[src/design/trsx_pkg.sv]
package trsx_pkg;

    localparam int XLEN      = 32;
    localparam int MEM_WORDS = 256;
    localparam int NUM_REGS  = 32;
    localparam int MEM_AW    = (MEM_WORDS > 1) ? $clog2(MEM_WORDS) : 1;
    localparam int RF_AW     = (NUM_REGS > 1) ? $clog2(NUM_REGS) : 1;
    localparam int REG_IW    = 5;

    typedef logic [XLEN-1:0]   t_word;
    typedef logic [REG_IW-1:0] t_reg_idx;

    typedef enum logic [2:0] {
        OP_ADD  = 3'd0,
        OP_SUB  = 3'd1,
        OP_ADDI = 3'd2,
        OP_LW   = 3'd3,
        OP_SW   = 3'd4,
        OP_BEQ  = 3'd5,
        OP_BNE  = 3'd6
    } t_op;

    typedef enum logic [1:0] {
        ERR_OK   = 2'd0,
        ERR_OP   = 2'd1,
        ERR_ADDR = 2'd2
    } t_err;

    typedef struct packed {
        logic     en;
        t_reg_idx idx;
        t_word    data;
    } t_rf_wr;

endpackage

[src/design/trsx_regfile.sv]
module trsx_regfile
    import trsx_pkg::*;
(
    input  logic     i_clk,
    input  logic     i_rst_n,
    input  logic     i_rd_en,
    input  t_reg_idx i_ra_idx,
    input  t_reg_idx i_rb_idx,
    input  t_rf_wr   i_wr,
    output t_word    o_a,
    output t_word    o_b
);

    t_word               r_mem [NUM_REGS];
    logic [NUM_REGS-1:0] r_vld;
    t_word               r_a;
    t_word               r_b;
    t_word               n_a;
    t_word               n_b;

    // read sees the write landing on the same edge
    function automatic t_word rd_port(t_reg_idx idx, t_rf_wr wr, t_word data,
                                      logic vld);
        t_word res;
        res = '0;
        if (wr.en && wr.idx == idx) begin
            res = wr.data;
        end else if (int'(idx) < NUM_REGS && vld) begin
            res = data;
        end
        return res;
    endfunction

    always_comb begin
        n_a = rd_port(i_ra_idx, i_wr, r_mem[i_ra_idx[RF_AW-1:0]],
                      r_vld[i_ra_idx[RF_AW-1:0]]);
        n_b = rd_port(i_rb_idx, i_wr, r_mem[i_rb_idx[RF_AW-1:0]],
                      r_vld[i_rb_idx[RF_AW-1:0]]);
    end

    always_ff @(posedge i_clk) begin
        if (!i_rst_n) begin
            r_vld <= '0;
        end else if (i_wr.en) begin
            r_vld[i_wr.idx[RF_AW-1:0]] <= 1'b1;
        end
    end

    always_ff @(posedge i_clk) begin
        if (i_wr.en) begin
            r_mem[i_wr.idx[RF_AW-1:0]] <= i_wr.data;
        end
        if (i_rd_en) begin
            r_a <= n_a;
            r_b <= n_b;
        end
    end

    assign o_a = r_a;
    assign o_b = r_b;

endmodule

[config.mk]
export PLATFORM = sky130hd
export DESIGN_NAME = trsx_regfile
export DESIGN_NICKNAME = d
export VERILOG_FILES = /design/src/design/trsx_pkg.sv /design/src/design/trsx_regfile.sv
export SDC_FILE = /design/constraint.sdc
export NUM_CORES = 2
export LEC_CHECK = 0
export BUFFER_PORTS_ARGS = -buffer_cell sky130_fd_sc_hd__buf_2
export CAP_MARGIN = 20
export CORE_MARGIN = 2
export CORE_UTILIZATION = 60
export CTS_CLUSTER_DIAMETER = 80
export DETAILED_ROUTE_END_ITERATION = 8
export PLACE_DENSITY = 0.77
export SLEW_MARGIN = 10
export SYNTH_ARGS = -nofsm -noshare
export SYNTH_HDL_FRONTEND = slang
export SYNTH_SLANG_ARGS = --single-unit
[constraint.sdc]
create_clock -name i_clk -period 4 [get_ports i_clk]
set_input_delay 1 -clock i_clk [delete_from_list [all_inputs] [get_ports i_clk]]
set_output_delay 1 -clock i_clk [all_outputs]
set_load 0.005 [all_outputs]
After elaboration in Yosys (flattened, before gate mapping)
Memories as Yosys holds them, arrays and structs flattened.
Index checks and enable logic that the tools add are counted.
{"block": "word_totals", "regBits": 96, "latchBits": 0, "mem_bits_rw": 1024, "rom_bits": 0, "input_bits": 51, "output_inout_bits": 64, "word_cells": 26, "mem_count": 1}
{"name": "r_mem", "depth": 32, "word_bits": 32, "rd": 2, "rd_clocked_by_memory_dff": 0, "wr": 1, "line": "trsx_regfile.sv:14", "text": "t_word r_mem [NUM_REGS];"}
{"block": "op_classes", "addsub": 0, "mul": 0, "div": 0, "magnitude_cmp": 4, "n_eq_ne": 2, "n_shift": 0, "mux": 12, "bitwise": 1, "n_reduce_logical": 3}
{"op": "32-bit 2-to-1 mux", "n": 4}
{"op": "32-bit OR", "n": 1}
{"op": "5-bit by 6-bit less-than comparator with 1-bit output, second input constant", "n": 3}
{"op": "1-bit binary-select mux with 5-bit select", "n": 2}
{"op": "5-bit equality test", "n": 2}
{"op": "1-bit demux with 5-bit select", "n": 1}
{"op": "5-bit by 1-bit greater-or-equal comparator with 1-bit output, second input constant", "n": 1}
{"op": "1-bit 2-to-1 mux", "n": 5}
{"op": "1-bit logical AND", "n": 3}

Depth between registers and ports, before layout
{"block": "logic_depth", "ltp_word": 5, "ltp_mapped": 10, "depth_no_buf": 5}

Worst setup path before layout
Ideal clock, no wire load.
{"block": "synth_timing", "kind": "input-to-reg", "start": "input port i_wr[33] in the netlist's numbering", "end": "memory r_mem[28][0] in the netlist's numbering (enable)", "setup_time_ns": 0.423, "t_arrival_ns": 3.200, "t_required_ns": 3.577, "slack_ns": 0.377, "cell_stages": 4, "n_path_buf": 2, "cell_sequence": "clkbuf_1 > or3b_2 > clkbuf_1 > nor2_1"}
{"item": "from (decl)", "line": "trsx_regfile.sv:9", "text": "input t_rf_wr i_wr,"}
{"item": "to (decl)", "line": "trsx_regfile.sv:14"}
Straight into the memory's write port.

Final worst setup path
{"block": "layout_timing", "start": "input port i_rb_idx[0]", "end": "register r_b[23] (netlist: o_b[23]) (data pin)"}
{"block": "layout_between", "elab_chain_cells": 4, "elab_cells_between_ends": 7, "classes_between": "eq/ne: 1; mux: 4; reduce/logical: 1; memory: 1"}
{"item": "from (decl)", "line": "trsx_regfile.sv:8", "text": "input t_reg_idx i_rb_idx,"}
{"item": "1-bit binary-select mux with 5-bit select", "line": "trsx_regfile.sv:38", "text": "r_vld[i_rb_idx[RF_AW-1:0]]);"}
{"item": "1-bit 2-to-1 mux (not written as such)", "line": "trsx_regfile.sv:38"}
{"item": "32-bit 2-to-1 mux", "line": "trsx_regfile.sv:28", "text": "end else if (int'(idx) < NUM_REGS && vld) begin"}
{"item": "32-bit 2-to-1 mux (*)", "line": "trsx_regfile.sv:26", "text": "if (wr.en && wr.idx == idx) begin"}
{"item": "via n_b[23]", "line": "trsx_regfile.sv:19", "text": "t_word n_b;"}
{"item": "to (signal assigned)", "line": "trsx_regfile.sv:55", "text": "r_b <= n_b;"}
{"item": "to (decl)", "line": "trsx_regfile.sv:17", "text": "t_word r_b;"}
The timed path passes the listed nets; every way through them passes the cells marked *. The select of a mux whose other input is x is not followed.
A chain may end at the register's enable or synchronous reset.

==> impl_metrics.sql <==
INSERT INTO impl_metrics (metric_group, metric, value, unit) VALUES
('synthesis', 'ys_seq_area_frac', '0.6378', ''),
('sta', 'max-slew-margin-rel', '0.3212', ''),
('clock_network', 'cts_tree', 'yes', ''),
('placed_design', 'port_buffers', '114', ''),
('synthesis', 'ys.warnings.count', '0', ''),
('clock_network', 'cts_hold_buffers', '0', ''),
('cells_and_area', 'fillCellCount', '5482', ''),
('worst_setup_path', 'worstPathBufferInverterCount', '3', ''),
('sta', 'hold_viol_final', '0', ''),
('sta', 'min_period', '3.301', 'ns'),
('job', 'max_capacitance_violation_total', '0', ''),
('worst_setup_path', 'timing.critical_path.to_type', 'register', ''),
('cells_and_area', 'area.growth.synth_to_final', '12.24', '%'),
('cells_and_area', 'stdcell_count', '4254', ''),
('pwr', 'p_per_area', '438.5', 'nW/um^2'),
('cells_and_area', 'layout.nets', '3052', ''),
('worst_setup_path', 'arrival', '3.71', 'ns'),
('worst_setup_path', 'cpLargestDelayFamily', 'compound AO/OA/AOI/OAI gates', ''),
('synthesis', 'post-synth-top-area-cell', 'sky130_fd_sc_hd__edfxtp_1', ''),
('synthesis', 'synth.distinct_cells', '40', ''),
('worst_setup_path', 'worst_r2r_endpoint', 'o_b[23]', ''),
('synthesis', 'syn_nets', '2903', ''),
('routing', 'first_pass_iters', '6', ''),
('die', 'initial_utilization', '0.6039', ''),
('worst_setup_path', 'cp_cell_sequence', 'buf_8, buf_4, nor2_4, buf_4, a21oi_1, a32o_1, o21ai_0, o31ai_1', ''),
('global_route', 'grt_antenna_before_repair', '10', ''),
('sta', 'final.setup_skew', '0.02621', 'ns'),
('global_route', 'grt_overflow_total', '0', ''),
('worst_setup_path', 'worstRegToRegCells', '5', ''),
('synthesis', 'synth_most_common_cell', 'sky130_fd_sc_hd__edfxtp_1', ''),
('sta', 'slew_viol_final', '0', ''),
('routing', 'postRouteAntennaNets', '0', ''),
('routing', 'first_iter_violations', '5046', ''),
('worst_setup_path', 'critical-path-top-cell-by-count', 'sky130_fd_sc_hd__buf_4', ''),
('placed_design', 'dpl.cell_count', '4046', ''),
('synthesis', 'cell_count_after_synthesis', '2852', ''),
('min_path', 'min_path_cells', '1', ''),
('cells_and_area', 'area_of_all_placed_cells_without_fillers', '58620', 'sq um'),
('pwr', 'worst_ir_drop_vdd', '0.3457', 'mV'),
('sta', 'worst_pin_slew', '1.008', 'ns'),
('sta', 'fmax', '302.9', 'MHz'),
('clock_network', 'post_cts_resized', '0', ''),
('pwr', 'leakagePower', '19.47', 'nW'),
('die', 'floorplan.io_pins', '115', ''),
('worst_setup_path', 'rr_startpoint', 'r_mem[11][23]', ''),
('worst_setup_path', 'required', '4.41', 'ns'),
('placed_design', 'gp_routability_congestion', '0.8769', ''),
('clock_network', 'cts_post_setup_buffers_inserted', '0', ''),
('global_route', 'grt_max_degree', '52', ''),
('die', 'core.rowCount', '108', ''),
('sta', 'report.final.setup_viol', '0', ''),
('clock_network', 'root_buf_cell', 'sky130_fd_sc_hd__clkbuf_16', ''),
('worst_setup_path', 'timing_worst_setup_path_type', 'input port to register', ''),
('synthesis', 'ys_top_cells_by_count', 'sky130_fd_sc_hd__edfxtp_1, sky130_fd_sc_hd__mux4_2, sky130_fd_sc_hd__mux2i_1', ''),
('global_route', 'via_count_of_the_first_global_routing_pass', '32860', ''),
('clock_network', 'cts-htree-levels', '3', ''),
('min_path', 'min_from', 'r_vld[20]', ''),
('run_status', 'status', 'completed', ''),
('synthesis', 'synth_seq_cells', '1120', ''),
('sta', 'fin_tns_setup', '0', 'ns'),
('synthesis', 'mappedNetlistArea', '52230', 'sq um'),
('placed_design', 'place_area', '55080', 'sq um'),
('synthesis', 'ys.flop_type', 'sky130_fd_sc_hd__edfxtp_1', ''),
('worst_setup_path', 'critical_path.startpoint_type', 'input port', ''),
('global_route', 'grt_usage', '0.3551', ''),
('clock_network', 'tritoncts_buffer_count', '108', ''),
('worst_setup_path', 'critical_path.max_stage_delay', '0.79', 'ns'),
('routing', 'routed_wl', '158.8', 'mm'),
('worst_setup_path', 'crit_path_top_delay_cell', 'sky130_fd_sc_hd__o21ai_0', ''),
('synthesis', 'async_reset_ff_frac', '0', ''),
('synthesis', 'netlist_top_cells_area', 'sky130_fd_sc_hd__edfxtp_1, sky130_fd_sc_hd__mux4_2, sky130_fd_sc_hd__mux2i_1, sky130_fd_sc_hd__mux4_1, sky130_fd_sc_hd__mux2_2', '');
## sequential cells by signal, summed over array words and instances (netlist names)
| register | cells |
|---|---|
| r_mem | 1024 |
| o_a | 32 |
| r_vld | 32 |
| o_b | 32 |
## layer usage
metal / wire length, microns / part of all wire / track usage
met5: 68 / 0.00043 / 0
met1: 53780 / 0.34 / 0.4676
met3: 21990 / 0.14 / 0.1001
met2: 74180 / 0.47 / 0.5511
met4: 8790 / 0.055 / 0.1764
## worst max path at each step
stage	from	endpoint	slack [ns]	cells after the start
2_1_floorplan	i_wr[33]	r_mem[28][0]	0.38	4
4_1_cts	i_rb_idx[0]	o_b[23]	0.84	7
6_report	i_rb_idx[0]	o_b[23]	0.70	8
5_1_grt	i_rb_idx[0]	o_b[23]	0.66	8
3_3_place_gp	i_rb_idx[0]	o_b[23]	0.18	7
3_5_place_dp	i_rb_idx[0]	o_b[23]	0.12	7
## placed cells by master (no fill, tap or decap), types with 70 or more instances in the layout
| master | count |
|---|---|
| sky130_fd_sc_hd__o21ai_0 | 128 |
| sky130_fd_sc_hd__mux2_2 | 70 |
| sky130_fd_sc_hd__buf_2 | 105 |
| sky130_fd_sc_hd__mux2i_1 | 316 |
| sky130_fd_sc_hd__buf_4 | 130 |
| sky130_fd_sc_hd__nand2_1 | 130 |
| sky130_fd_sc_hd__clkbuf_16 | 108 |
| sky130_fd_sc_hd__mux4_2 | 341 |
| sky130_fd_sc_hd__edfxtp_1 | 1088 |
## where the power goes
part | total, mW | switching (mW) | internal [mW]
registers | 13.2 | 0.112 | 13.1
logic | 2.27 | 1.36 | 0.907
clock network | 10.3 | 4.49 | 5.77
total | 25.7 | 5.96 | 19.7
## per-stage QoR
stage	hold slack, ns	power [mW]	worst slack (ns)	util
4_1_cts	0.4856	25.67	0.8427	0.6777
5_1_grt	0.5050	26.25	0.6621	0.6778
3_5_place_dp	0.4705	15.62	0.1210	0.6369
3_3_place_gp	0.4560	15.55	0.1762	0.6369
6_report	0.4869	25.71	0.6988	0.6779
2_1_floorplan	0.4459	14.71	0.3770	-
## area by class of cell
cell class	instances	area (sq um)	share of cell area
Multi-Input combinational cell	1487	17890	0.3052
Clock inverter	64	639.4	0.01091
Antenna cell	4	10.01	0.0001707
Timing Repair Buffer	282	2422	0.04132
Sequential cell	1120	33310	0.5682
Tap cell	1155	1445	0.02465
Inverter	2	7.507	0.0001281
Clock buffer	140	2893	0.04935
## cell families after synthesis
logic type      share of synthesized area
xor+xnor                         0.001677
compound gates                    0.06554
flops                              0.6378
buf+inv                           0.02566
simple gates                      0.01648
mux                                0.2529
## worst register-to-register path: stages (launching register included)
cell and delay [ns]:
sky130_fd_sc_hd__edfxtp_1 0.40, sky130_fd_sc_hd__mux4_2 0.49, sky130_fd_sc_hd__mux2_2 0.29, sky130_fd_sc_hd__a32o_1 0.22, sky130_fd_sc_hd__o21ai_0 0.79, sky130_fd_sc_hd__o31ai_1 0.13
No activity file was read; power rests on OpenSTA's default activity.
